## src/hw/rtl/nabf_pkg.sv

```systemverilog
// ----------------------------------------------------------------------------
// nabf_pkg
// Codes and controller/datapath signal groups of the nibble-assembling byte
// FIFO.
// ----------------------------------------------------------------------------
package nabf_pkg;

  // input item kinds (s_axis_tuser)
  localparam logic [1:0] OP_NIBBLE  = 2'd0;
  localparam logic [1:0] OP_READ    = 2'd1;
  localparam logic [1:0] OP_RELEASE = 2'd2;

  // result status (m_axis_tuser)
  localparam logic [2:0] ST_HELD     = 3'd0;
  localparam logic [2:0] ST_STORED   = 3'd1;
  localparam logic [2:0] ST_DROPPED  = 3'd2;
  localparam logic [2:0] ST_DATA     = 3'd3;
  localparam logic [2:0] ST_EMPTY    = 3'd4;
  localparam logic [2:0] ST_SESSION  = 3'd5;
  localparam logic [2:0] ST_RELEASED = 3'd6;

  localparam int unsigned NIB_W  = 4;
  localparam int unsigned BYTE_W = 8;
  localparam int unsigned CNT_W  = 6;
  localparam int unsigned FILL_W = 10;

  // controller -> datapath
  typedef struct packed {
    logic       take_high;  // hold the high nibble
    logic       take_low;   // low nibble seen, back to expecting high
    logic       push;       // write assembled byte
    logic       rd_start;   // load the clamped read count
    logic       pop;        // consume the byte at the read pointer
    logic       set_done;
    logic       clr_done;
    logic       out_load;   // load the output register
    logic       out_data;   // result carries the fetched byte
    logic [2:0] out_status;
    logic       out_last;
  } nabf_cmd_t;

  // datapath -> controller
  typedef struct packed {
    logic out_free;
    logic expect_high;
    logic session_done;
    logic fifo_full;
    logic fifo_empty;
    logic fill_one;
    logic rem_one;
    logic req_zero;
    logic byte_zero;
  } nabf_sts_t;

endpackage

```

## src/hw/rtl/nabf_ctrl.sv

```systemverilog
// ----------------------------------------------------------------------------
// nabf_ctrl
// Controller: decodes input items and sequences read bursts.
// ----------------------------------------------------------------------------
module nabf_ctrl import nabf_pkg::*; (
  input  logic       clk_i,
  input  logic       rst_ni,
  input  logic       in_valid_i,
  output logic       in_ready_o,
  input  logic [1:0] op_i,
  input  nabf_sts_t  sts_i,
  output nabf_cmd_t  cmd_o
);

  localparam logic S_IDLE = 1'b0;
  localparam logic S_READ = 1'b1;

  logic state_q, state_d;

  always_comb begin
    cmd_o      = '0;
    in_ready_o = 1'b0;
    state_d    = state_q;
    unique case (state_q)
      S_IDLE: begin
        in_ready_o = sts_i.out_free;
        if (in_valid_i && sts_i.out_free) begin
          unique case (op_i)
            OP_NIBBLE: begin
              cmd_o.out_load = 1'b1;
              cmd_o.out_last = 1'b1;
              if (sts_i.expect_high) begin
                cmd_o.take_high  = 1'b1;
                cmd_o.out_status = ST_HELD;
              end else begin
                cmd_o.take_low = 1'b1;
                if (sts_i.fifo_full) begin
                  cmd_o.out_status = ST_DROPPED;
                end else begin
                  cmd_o.push       = 1'b1;
                  cmd_o.out_status = ST_STORED;
                end
              end
            end
            OP_READ: begin
              if (sts_i.session_done) begin
                cmd_o.out_load   = 1'b1;
                cmd_o.out_last   = 1'b1;
                cmd_o.out_status = ST_SESSION;
              end else if (sts_i.req_zero || sts_i.fifo_empty) begin
                cmd_o.out_load   = 1'b1;
                cmd_o.out_last   = 1'b1;
                cmd_o.out_status = ST_EMPTY;
              end else begin
                cmd_o.rd_start = 1'b1;
                state_d        = S_READ;
              end
            end
            OP_RELEASE: begin
              cmd_o.clr_done   = 1'b1;
              cmd_o.out_load   = 1'b1;
              cmd_o.out_last   = 1'b1;
              cmd_o.out_status = ST_RELEASED;
            end
            default: ;  // unused code: swallowed, no result
          endcase
        end
      end
      S_READ: begin
        if (sts_i.out_free) begin
          cmd_o.pop      = 1'b1;
          cmd_o.out_load = 1'b1;
          if (sts_i.byte_zero) begin
            // terminator: consumed, not delivered
            cmd_o.set_done   = 1'b1;
            cmd_o.out_status = ST_SESSION;
            cmd_o.out_last   = 1'b1;
            state_d          = S_IDLE;
          end else begin
            cmd_o.out_data   = 1'b1;
            cmd_o.out_status = ST_DATA;
            if (sts_i.rem_one || sts_i.fill_one) begin
              cmd_o.out_last = 1'b1;
              state_d        = S_IDLE;
            end
          end
        end
      end
      default: state_d = S_IDLE;
    endcase
  end

  always_ff @(posedge clk_i or negedge rst_ni) begin
    if (!rst_ni) begin
      state_q <= S_IDLE;
    end else begin
      state_q <= state_d;
    end
  end

`ifndef ASSERT_OFF
  a_read_not_empty: assert property (@(posedge clk_i) disable iff (!rst_ni)
    (state_q == S_READ) |-> !sts_i.fifo_empty)
    else $error("burst running on an empty FIFO");

  a_burst_ends_last: assert property (@(posedge clk_i) disable iff (!rst_ni)
    (state_q == S_READ && state_d == S_IDLE) |-> cmd_o.out_last)
    else $error("burst ended without last");

  a_start_enters_read: assert property (@(posedge clk_i) disable iff (!rst_ni)
    cmd_o.rd_start |=> (state_q == S_READ))
    else $error("read start did not enter burst");
`endif

endmodule

```

## config.mk

```make
export PLATFORM = sky130hd
export DESIGN_NAME = nabf_ctrl
export DESIGN_NICKNAME = d
export VERILOG_FILES = /design/src/hw/rtl/nabf_pkg.sv /design/src/hw/rtl/nabf_ctrl.sv
export SDC_FILE = /design/constraint.sdc
export NUM_CORES = 1
export LEC_CHECK = 0
export BUFFER_PORTS_ARGS = -buffer_cell sky130_fd_sc_hd__buf_2
export CAP_MARGIN = 20
export CORE_AREA = 3 3 40 42
export CTS_CLUSTER_DIAMETER = 80
export CTS_CLUSTER_SIZE = 10
export DETAILED_ROUTE_END_ITERATION = 12
export DIE_AREA = 0 0 43 45
export PLACE_DENSITY_LB_ADDON = 0.12
export SLEW_MARGIN = 20
export SYNTH_ARGS = -nofsm -noshare
export SYNTH_HDL_FRONTEND = slang
export SYNTH_SLANG_ARGS = --single-unit
```

## constraint.sdc

```tcl
create_clock -name clk_i -period 2.7 [get_ports clk_i]
set_clock_uncertainty 0.15 [all_clocks]
set_input_delay 0.135 -clock clk_i [delete_from_list [all_inputs] [get_ports clk_i]]
set_output_delay 0.135 -clock clk_i [all_outputs]
set_load 0.01 [all_outputs]
```

# Word level (Yosys, flattened, before mapping)

Index checks and enable logic that the tools add are counted.

Register bits after elaboration: 1
Input port bits: 14
Output and inout bits: 14
Word-level logic and storage cells: 46

Equality and inequality tests: 2
Multiplexer cells: 37
Bitwise operators: 1
Reduce and logical (&&, ||, !) cells: 5

Operators by type and width:

| cell                                                                  | number |
|---|---|
| 4-bit 2-to-1 mux                                                      | 6 |
| 1-bit 2-to-1 mux                                                      | 18 |
| 4-bit case mux with 3 select lines                                    | 1 |
| 2-bit 2-to-1 mux                                                      | 5 |
| 4-bit case mux with 2 select lines                                    | 1 |
| 3-bit 2-to-1 mux                                                      | 2 |
| 6-bit 2-to-1 mux                                                      | 1 |
| 1-bit case mux with 2 select lines                                    | 3 |
| 2-bit by 1-bit equality test with 1-bit output, second input constant | 1 |
| 2-bit equality test, second input constant                            | 1 |
| 2-bit zero test                                                       | 1 |
| 1-bit logical OR                                                      | 2 |
| 2-bit OR reduction                                                    | 1 |
| 1-bit logical AND                                                     | 1 |
| 1-bit inverter                                                        | 1 |

# Longest topological paths before layout

Gate-level depths: netlist of run 1.

Word-level depth: 6
Mapped depth: 3
Mapped depth without buffers: 3

# Least setup slack after synthesis of run 1

OpenSTA, ideal clock, no wires.

Path type: flip-flop to output port
From: register state_q
To: output cmd_o[3] (netlist name)
Arrival: 1,181 ps
Required time: 2,415 ps
Setup slack: 1,234 ps
Cell stages (with the launch flop): 4
Path buffers: 0
Cells stage by stage: dfrtp_1 -> nand3b_4 -> nor3b_1 -> or3_1

RTL lines:

| what                     | RTL line        | text |
|---|---|---|
| start: declaration       | nabf_ctrl.sv:18 | `logic state_q, state_d;` |
| start signal: assignment | nabf_ctrl.sv:97 | `state_q <= state_d;` |
| end: declaration         | nabf_ctrl.sv:12 | `output nabf_cmd_t cmd_o` |

==> results of run 1 <==
[kinds of logic after synthesis]
logic type / synth area share
buf+inv: 0.0523
flops: 0.116
simple gates: 0.552
compound gates: 0.279
[worst reg2reg max path: cells and delay by family, from the launching register on]
family / cells / cell delay (ns)
AO/OA/AOI/OAI: 1 / 0.15
flip-flops: 1 / 0.39
AND/OR/NAND/NOR: 2 / 0.39
[path summary, 6_finish.rpt]
path / from / end / slack [ns] / cells after the start
min in group clk_i: sts_i[2] / state_q / 0.36 / 3
max in group asynchronous: rst_ni / state_q / 2.01 / 2
hold / removal: rst_ni / state_q / 0.30 / 2
setup reg to reg: state_q / state_q / 1.50 / 3
setup / recovery: state_q / cmd_o[10] / 1.20 / 4
hold reg to reg: state_q / state_q / 0.41 / 1
[cell type report]
cell class / count / area [µm²] / area share
flip-flops and latches: 1 / 25.0 / 0.0660
inverters: 3 / 11.3 / 0.0297
multi-input cells: 26 / 179 / 0.472
well taps: 15 / 18.8 / 0.0495
repair buffers: 28 / 145 / 0.383
[layer usage]
| layer | share of wire | routed length (µm) |
|---|---|---|
| met5 | 0 | 0 |
| met4 | 0 | 0 |
| met1 | 0.45 | 341 |
| met2 | 0.45 | 340 |
| met3 | 0.092 | 69 |
[power by group through the flow]
stage	sequential [W]	combinational, W	clock [W]
6_report	0.0000158	0.0000387	0
5_1_grt	0.0000158	0.0000443	0
4_1_cts	0.0000158	0.0000394	0
3_5_place_dp	0.0000158	0.0000382	0
3_3_place_gp	0.0000158	0.0000383	0
2_1_floorplan	0.0000157	0.0000161	0
[cell usage in the layout (no fill, tap or decap)]
cell type / Yosys / final
o32ai_1: 1 / 1
nor2b_1: 2 / 2
o21ai_0: 1 / 1
a21o_1: 1 / 1
nand2_1: 2 / 2
and3_1: 1 / 1
nor3b_1: 2 / 2
nor2_1: 3 / 3
or3_1: 1 / 1
buf_2: 0 / 27
o21a_1: 1 / 1
o31ai_1: 2 / 2
nor3_1: 2 / 2
nor3_2: 1 / 1
nand3b_4: 1 / 1
or3_4: 1 / 1
o22ai_1: 1 / 1
dfrtp_1: 1 / 1
a21oi_1: 2 / 2
dlygate4sd3_1: 0 / 1
and3b_1: 1 / 1
inv_1: 3 / 3
[through the flow]
step	total power, W	util	hold slack (ns)	area (µm²)	std cells
final	0.0000545	0.295	0.302	379	73
after global routing	0.0000601	0.295	0.315	379	73
after CTS	0.0000552	0.295	0.299	379	73
after detailed placement	0.0000540	0.287	-0.237	369	72
after global placement	0.0000541	0.287	-0.239	369	72
after floorplan	0.0000318	-	-0.311	215	30
[what timing repair did]
action / CTS / global route
gates resized for setup: 0 / 0
hold buffers: 1 / 0
hold endpoints to repair: 1 / 0
==> qor.yml, run 1 <==
status:
  outcome: "complete, no violations"
floorplanning:
  coreArea_mm2: 0.00128
  rows: 13
  die-area_mm2: 0.00194
  start_util: 0.167
  io_pins: 28
  die_y_um: 45
  die_w_um: 43
pwr:
  swShare: 0.370
  leakage_nw: 0.242
  power_frac_seq: 0.290
  p_sw_w: 0.0000202
  internal_power_w: 0.0000343
  p_clk_frac: 0
  combPwrFrac: 0.710
  ir_worst_vdd_uv: 81.3
  power.density_mw_per_mm2: 144
logic_synthesis:
  async_reset_ff_frac: 1.00
  synth_edf_count: 0
  syn_nets: 44
  ys.flop_type: "dfrtp_1"
  syn_inst: 30
  synth_seq_area_share: 0.116
  yosysUniqueCellTypes: 20
  synth-seq-cells: 1
  yosys.area.top_type: "dfrtp_1"
  yosys_warnings: 0
  synth_area_per_cell_um2: 7.17
  synth_top_area_share: 0.116
  syn_area_um2: 215
  netlist_top_cells_count: "3 x inv_1, 3 x nor2_1"
  synthTopCellsByArea: "dfrtp_1 12%, nand3b_4 9.3%, nor3b_1 7.0%"
global_route:
  grt_pass1_wl_um: 1350
  grt_use_met3: 0.0159
  grt.busiest_layer: "met2"
  grt_max_degree: 8
  grt_overflow: 0
  track_usage: 0.0831
  grt_pass1_vias: 323
  met1_usage: 0.110
  antenna_found_initial: 0
  grtUsageMet2: 0.150
drt:
  drt-pass1-iter-count: 1
  drc_errors: 0
  viasPerCell: 4.34
  antenna_left: 0
  vias: 317
  wl_per_cell_um: 10.3
  routed_wl_um: 751
  drt-initial-drc-count: 0
cts:
  clk_pin_slew_ns: 0
  insertion_delay_ns: 0
  cts_setup_buffers: 0
layout:
  num-fill-cells: 159
  top_regs: "state_q x1"
  synthToLayoutAreaGrowth_pct: 76.2
  n_antenna_cell: 0
  regMostFlops: "state_q"
  fin_nets: 74
  largest_reg_flops: 1
  drive_above_1_share: 0.517
timing:
  hold_violations: 0
  tightest_slew_ns: 0.320
  clock.fmax_mhz: 669
  grt_setup_unrepaired: "no"
  final.setup.tns_ns: 0
  slew_headroom: 0.785
  fin_crit_ns: 1.50
  postLayoutSetupSlackWorst_ns: 1.20
  setup_violations: 0
  timing.final.crit_share: 0.554
  drv_slew: 0
worst_setup_path:
  crit_chain: "nand3b_4, or3_4, nor3_2, buf_2"
  worstPathMaxFanout: 7
  startpoint_type: "flip-flop"
  critPathBufInv: 1
  arrival_ns: 1.21
  end_kind: "output port"
  max_stage_delay_ns: 0.40
  cpLargestDelayFamily: "simple AND/OR/NAND/NOR gates"
  worstSetupPathType: "reg -> out"
  required_ns: 2.41
  crit_slowest_cell: "dfrtp_1"
flow_run:
  maxCapViolCount: 0
place:
  dp_slack_ns: 1.21
  io_buffers: 27
  gp_congestion: 0.744
  place_hpwl_um: 655
min_path:
  hold_class: "in -> async"
Power figures use the tool's default switching activity.
==> inputs of run 2 (changes only) <==
==> constraint.sdc (replaced) <==
create_clock -name clk_i -period 1.2 [get_ports clk_i]
set_clock_uncertainty 0.15 [all_clocks]
set_input_delay 0.06 -clock clk_i [delete_from_list [all_inputs] [get_ports clk_i]]
set_output_delay 0.06 -clock clk_i [all_outputs]
set_load 0.01 [all_outputs]
==> run 2 against run 1 <==
Effect of this change: first-iteration DRC count stayed put; flip-flop and latch count stayed put; utilization is 6.1 points higher; global-route usage is 0.66 points lower; the flow now finishes with violations (setup timing); via count is 6.9% higher; critical path type unchanged; sequential share of layout area is 1.1 points lower.
==> qor.yml, run 2 (synthesis gave the netlist of run 1 again) <==
status:
  outcome: "finished with violations"
  violations: "setup timing"
place:
  io_buffers: 27
  placed_area_um2: 415
  gp_congestion: 0.657
  place_hpwl_um: 703
  dp_slack_ns: -0.201
layout:
  largest_reg_flops: 1
  fin_util: 0.356
  regMostFlops: "state_q"
  top_regs: "state_q x1"
  n_antenna_cell: 0
  drive_above_1_share: 0.656
  final_common_cell: "buf_2"
  synthToLayoutAreaGrowth_pct: 113
  num-fill-cells: 147
  fin_nets: 80
  layout_common_cells: "27 x buf_2, 6 x buf_4, 3 x inv_1"
  final_area_um2: 458
worst_setup_path:
  crit_chain: "buf_4, and3_4, or3_1, buf_2"
  end_kind: "output port"
  cpLargestDelayFamily: "simple AND/OR/NAND/NOR gates"
  startpoint_type: "flip-flop"
  reg2reg_slack_ns: 0.08
  rr_endpoint: "state_q"
  worstSetupPathType: "reg -> out"
  critPathBufInv: 2
  required_ns: 0.99
  crit_end: "cmd_o[3]"
  startpoint: "state_q"
  reg2reg_from: "state_q"
  worstPathMaxFanout: 3
  arrival_ns: 1.17
  r2r_cells: 3
  max_stage_delay_ns: 0.37
  path_depth: 4
  crit_slowest_cell: "dfrtp_1"
pwr:
  leakage_nw: 0.280
  power_w: 0.000144
  ir_worst_vdd_uv: 201
  power.density_mw_per_mm2: 314
floorplanning:
  io_pins: 28
  coreArea_mm2: 0.00128
  start_util: 0.167
  rows: 13
  die_w_um: 43
  die-area_mm2: 0.00194
  die_y_um: 45
drt:
  drt-pass1-iter-count: 1
  routed_wl_um: 808
  viasPerCell: 4.29
  drt-initial-drc-count: 0
  drc_errors: 0
  antenna_left: 0
  wl_per_cell_um: 10.2
  vias: 339
global_route:
  grt_max_degree: 8
  antenna_found_initial: 0
  grt_pass1_vias: 284
  track_usage: 0.0764
  grt_overflow: 0
  grt_pass1_wl_um: 1240
timing:
  setup_violations: 6
  drv_slew: 0
  tightest_slew_ns: 0.284
  slew_headroom: 0.809
  hold_violations: 0
  grt_setup_unrepaired: "yes"
  clock.fmax_mhz: 725
  postLayoutSetupSlackWorst_ns: -0.179
  fin_crit_ns: 1.38
  timing.final.crit_share: 1.15
cts:
  clk_pin_slew_ns: 0
  insertion_delay_ns: 0
min_path:
  hold_class: "in -> async"
flow_run:
  maxCapViolCount: 0
-- run 2: how the worst min path moves through the flow --
stage           start      end  slack, ns
2_1_floorplan  rst_ni  state_q      -0.39
3_3_place_gp   rst_ni  state_q      -0.31
3_5_place_dp   rst_ni  state_q      -0.31
4_1_cts        rst_ni  state_q       0.22
5_1_grt        rst_ni  state_q       0.24
6_report       rst_ni  state_q       0.22
-- run 2: power by group --
group	switching [W]	internal [W]
clock network	0	0
logic	0.0000539	0.0000544
registers	0.000000376	0.0000348
total	0.0000543	0.0000893
-- run 2: per-layer routing --
metal	track usage	share of wire	vias to the layer above
met5	0	0	-
met4	0	0	0
li1	-	-	179
met2	0.132	0.46	19
met3	0.00797	0.13	0
met1	0.110	0.41	141
-- run 2: layout make-up --
class	instances	area [µm²]	share of cell area
Multi-Input combinational cell	26	213	0.464
Timing Repair Buffer	34	190	0.415
Sequential cell	1	25.0	0.0546
Tap cell	15	18.8	0.0410
Inverter	3	11.3	0.0246
-- run 2: metrics by stage --
| step | std cells | setup TNS (ns) | hold WS, ns |
|---|---|---|---|
| 6_report | 79 | -0.694 | 0.223 |
| 3_5_place_dp | 76 | -0.792 | -0.313 |
| 2_1_floorplan | 30 | -0.388 | -0.386 |
| 4_1_cts | 77 | -0.805 | 0.220 |
| 5_1_grt | 79 | -1.06 | 0.244 |
| 3_3_place_gp | 76 | -0.730 | -0.314 |
-- run 2: timing repair --
| action | in CTS | in global routing |
|---|---|---|
| buffers inserted | 0 | 2 |
| hold buffers | 1 | 0 |
| gates cloned | 0 | 0 |
| pin swaps | 1 | 1 |
| resized for setup | 0 | 5 |
| setup endpoints to repair | 6 | 11 |
| hold endpoints to repair | 1 | 0 |
==> inputs of run 3 (changes only) <==
--- a/config.mk
+++ b/config.mk
@@ -13,6 +13,7 @@
 export DETAILED_ROUTE_END_ITERATION = 12
 export DIE_AREA = 0 0 43 45
 export PLACE_DENSITY_LB_ADDON = 0.12
+export RECOVER_POWER = 100
 export SLEW_MARGIN = 20
 export SYNTH_ARGS = -nofsm -noshare
 export SYNTH_HDL_FRONTEND = slang
==> run 3 against run 2 <==
Effect of this change: sequential share of layout area up 0.076 points; final area down 1.4%; via count up 0.88%; hold slack unchanged; critical endpoint unchanged; first-iteration DRC count up 1; the run still ends with setup timing left; critical path depth unchanged; highest routed layer unchanged; power down 0.81%.
==> qor.yml, run 3 (synthesis gave the netlist of run 1 again) <==
floorplanning:
  die_y_um: 45
  die-area_mm2: 0.00194
  rows: 13
  start_util: 0.167
  die_w_um: 43
  io_pins: 28
  coreArea_mm2: 0.00128
min_path:
  hold_class: "in -> async"
layout:
  final-instance-count-excl-fill: 79
  fin_nets: 80
  top_regs: "state_q x1"
  synthToLayoutAreaGrowth_pct: 110
  regMostFlops: "state_q"
  layout_common_cells: "24 x buf_2, 6 x buf_4, 3 x inv_1, 3 x clkbuf_1"
  n_antenna_cell: 0
  final_common_cell: "buf_2"
  drive_above_1_share: 0.594
  largest_reg_flops: 1
worst_setup_path:
  worstPathMaxFanout: 3
  required_ns: 0.99
  startpoint_type: "flip-flop"
  arrival_ns: 1.17
  worstSetupPathType: "reg -> out"
  end_kind: "output port"
flow_run:
  maxCapViolCount: 0
drt:
  drt-pass1-iter-count: 2
  viasPerCell: 4.33
  wl_per_cell_um: 10.2
  routed_wl_um: 804
  antenna_left: 0
  drc_errors: 0
  vias: 342
  drt-initial-drc-count: 1
global_route:
  grt_pass1_vias: 284
  grt_max_degree: 8
  grt_pass1_wl_um: 1240
  grt_overflow: 0
  track_usage: 0.0764
  antenna_found_initial: 0
pwr:
  leakage_nw: 0.267
  ir_worst_vdd_uv: 201
  power.density_mw_per_mm2: 315
cts:
  clk_pin_slew_ns: 0
  insertion_delay_ns: 0
timing:
  drv_slew: 0
  grt_setup_unrepaired: "yes"
  setup_violations: 6
  tightest_slew_ns: 0.293
  postLayoutSetupSlackWorst_ns: -0.179
  slew_headroom: 0.803
  hold_violations: 0
  fin_crit_ns: 1.38
  clock.fmax_mhz: 725
  timing.final.crit_share: 1.15
place:
  dp_slack_ns: -0.201
  gp_congestion: 0.657
  place_hpwl_um: 703
  io_buffers: 27
  post-place-cells: 76
status:
  outcome: "finished with violations"
  violations: "setup timing"
[run 3: final cells by class]
class,instances,area (µm²)
Fill cell,148,833
Multi-Input combinational cell,26,210
Timing Repair Buffer,34,186
Sequential cell,1,25.0
Tap cell,15,18.8
Inverter,3,11.3
[run 3: what timing repair did]
item                                   in CTS  in global routing
buffers inserted                            0                  2
setup endpoints to repair                   6                 11
resized for setup                           0                  5
endpoints found under the hold margin       1                  0
hold buffers                                1                  0
pin swaps                                   1                  1
[run 3: critical path, stage by stage (launching register included)]
cell and delay [ns]:
dfrtp_1 0.37, buf_4 0.14, and3_4 0.17, or3_1 0.35, buf_2 0.14
[run 3: worst paths after layout]
kind / depth (start not counted) / endpoint / from / slack (ns)
worst max register to register: 3 / state_q / state_q / 0.08
worst max-delay path: 4 / cmd_o[3] / state_q / -0.18
max in group asynchronous: 2 / state_q / rst_ni / 0.59
worst min register to register: 2 / state_q / state_q / 0.46
worst min-delay path: 2 / state_q / rst_ni / 0.22
min in group clk_i: 3 / cmd_o[10] / sts_i[5] / 0.26
[run 3: power breakdown]
| group | switching (W) | internal [W] |
|---|---|---|
| Combinational | 0.0000536 | 0.0000536 |
| Clock | 0 | 0 |
| Sequential | 0.000000377 | 0.0000348 |
| Total | 0.0000540 | 0.0000885 |
[run 3: per-stage QoR]
| stage | power, W | hold slack, ns | area (µm²) | utilization | setup TNS (ns) |
|---|---|---|---|---|---|
| floorplan | 0.0000737 | -0.386 | 231 | - | -0.388 |
| global placement | 0.000134 | -0.314 | 415 | 0.323 | -0.730 |
| detailed placement | 0.000134 | -0.313 | 415 | 0.323 | -0.792 |
| CTS | 0.000136 | 0.220 | 425 | 0.331 | -0.805 |
| global route | 0.000154 | 0.244 | 452 | 0.352 | -1.08 |
| finish | 0.000142 | 0.223 | 452 | 0.352 | -0.694 |
[run 3: routing by layer]
| metal | track usage | wire length [µm] | up-vias |
|---|---|---|---|
| met5 | 0 | 0 | - |
| met4 | 0 | 0 | 0 |
| met3 | 0.00797 | 105 | 0 |
| met2 | 0.132 | 361 | 19 |
| met1 | 0.110 | 337 | 143 |
| li1 | - | - | 180 |
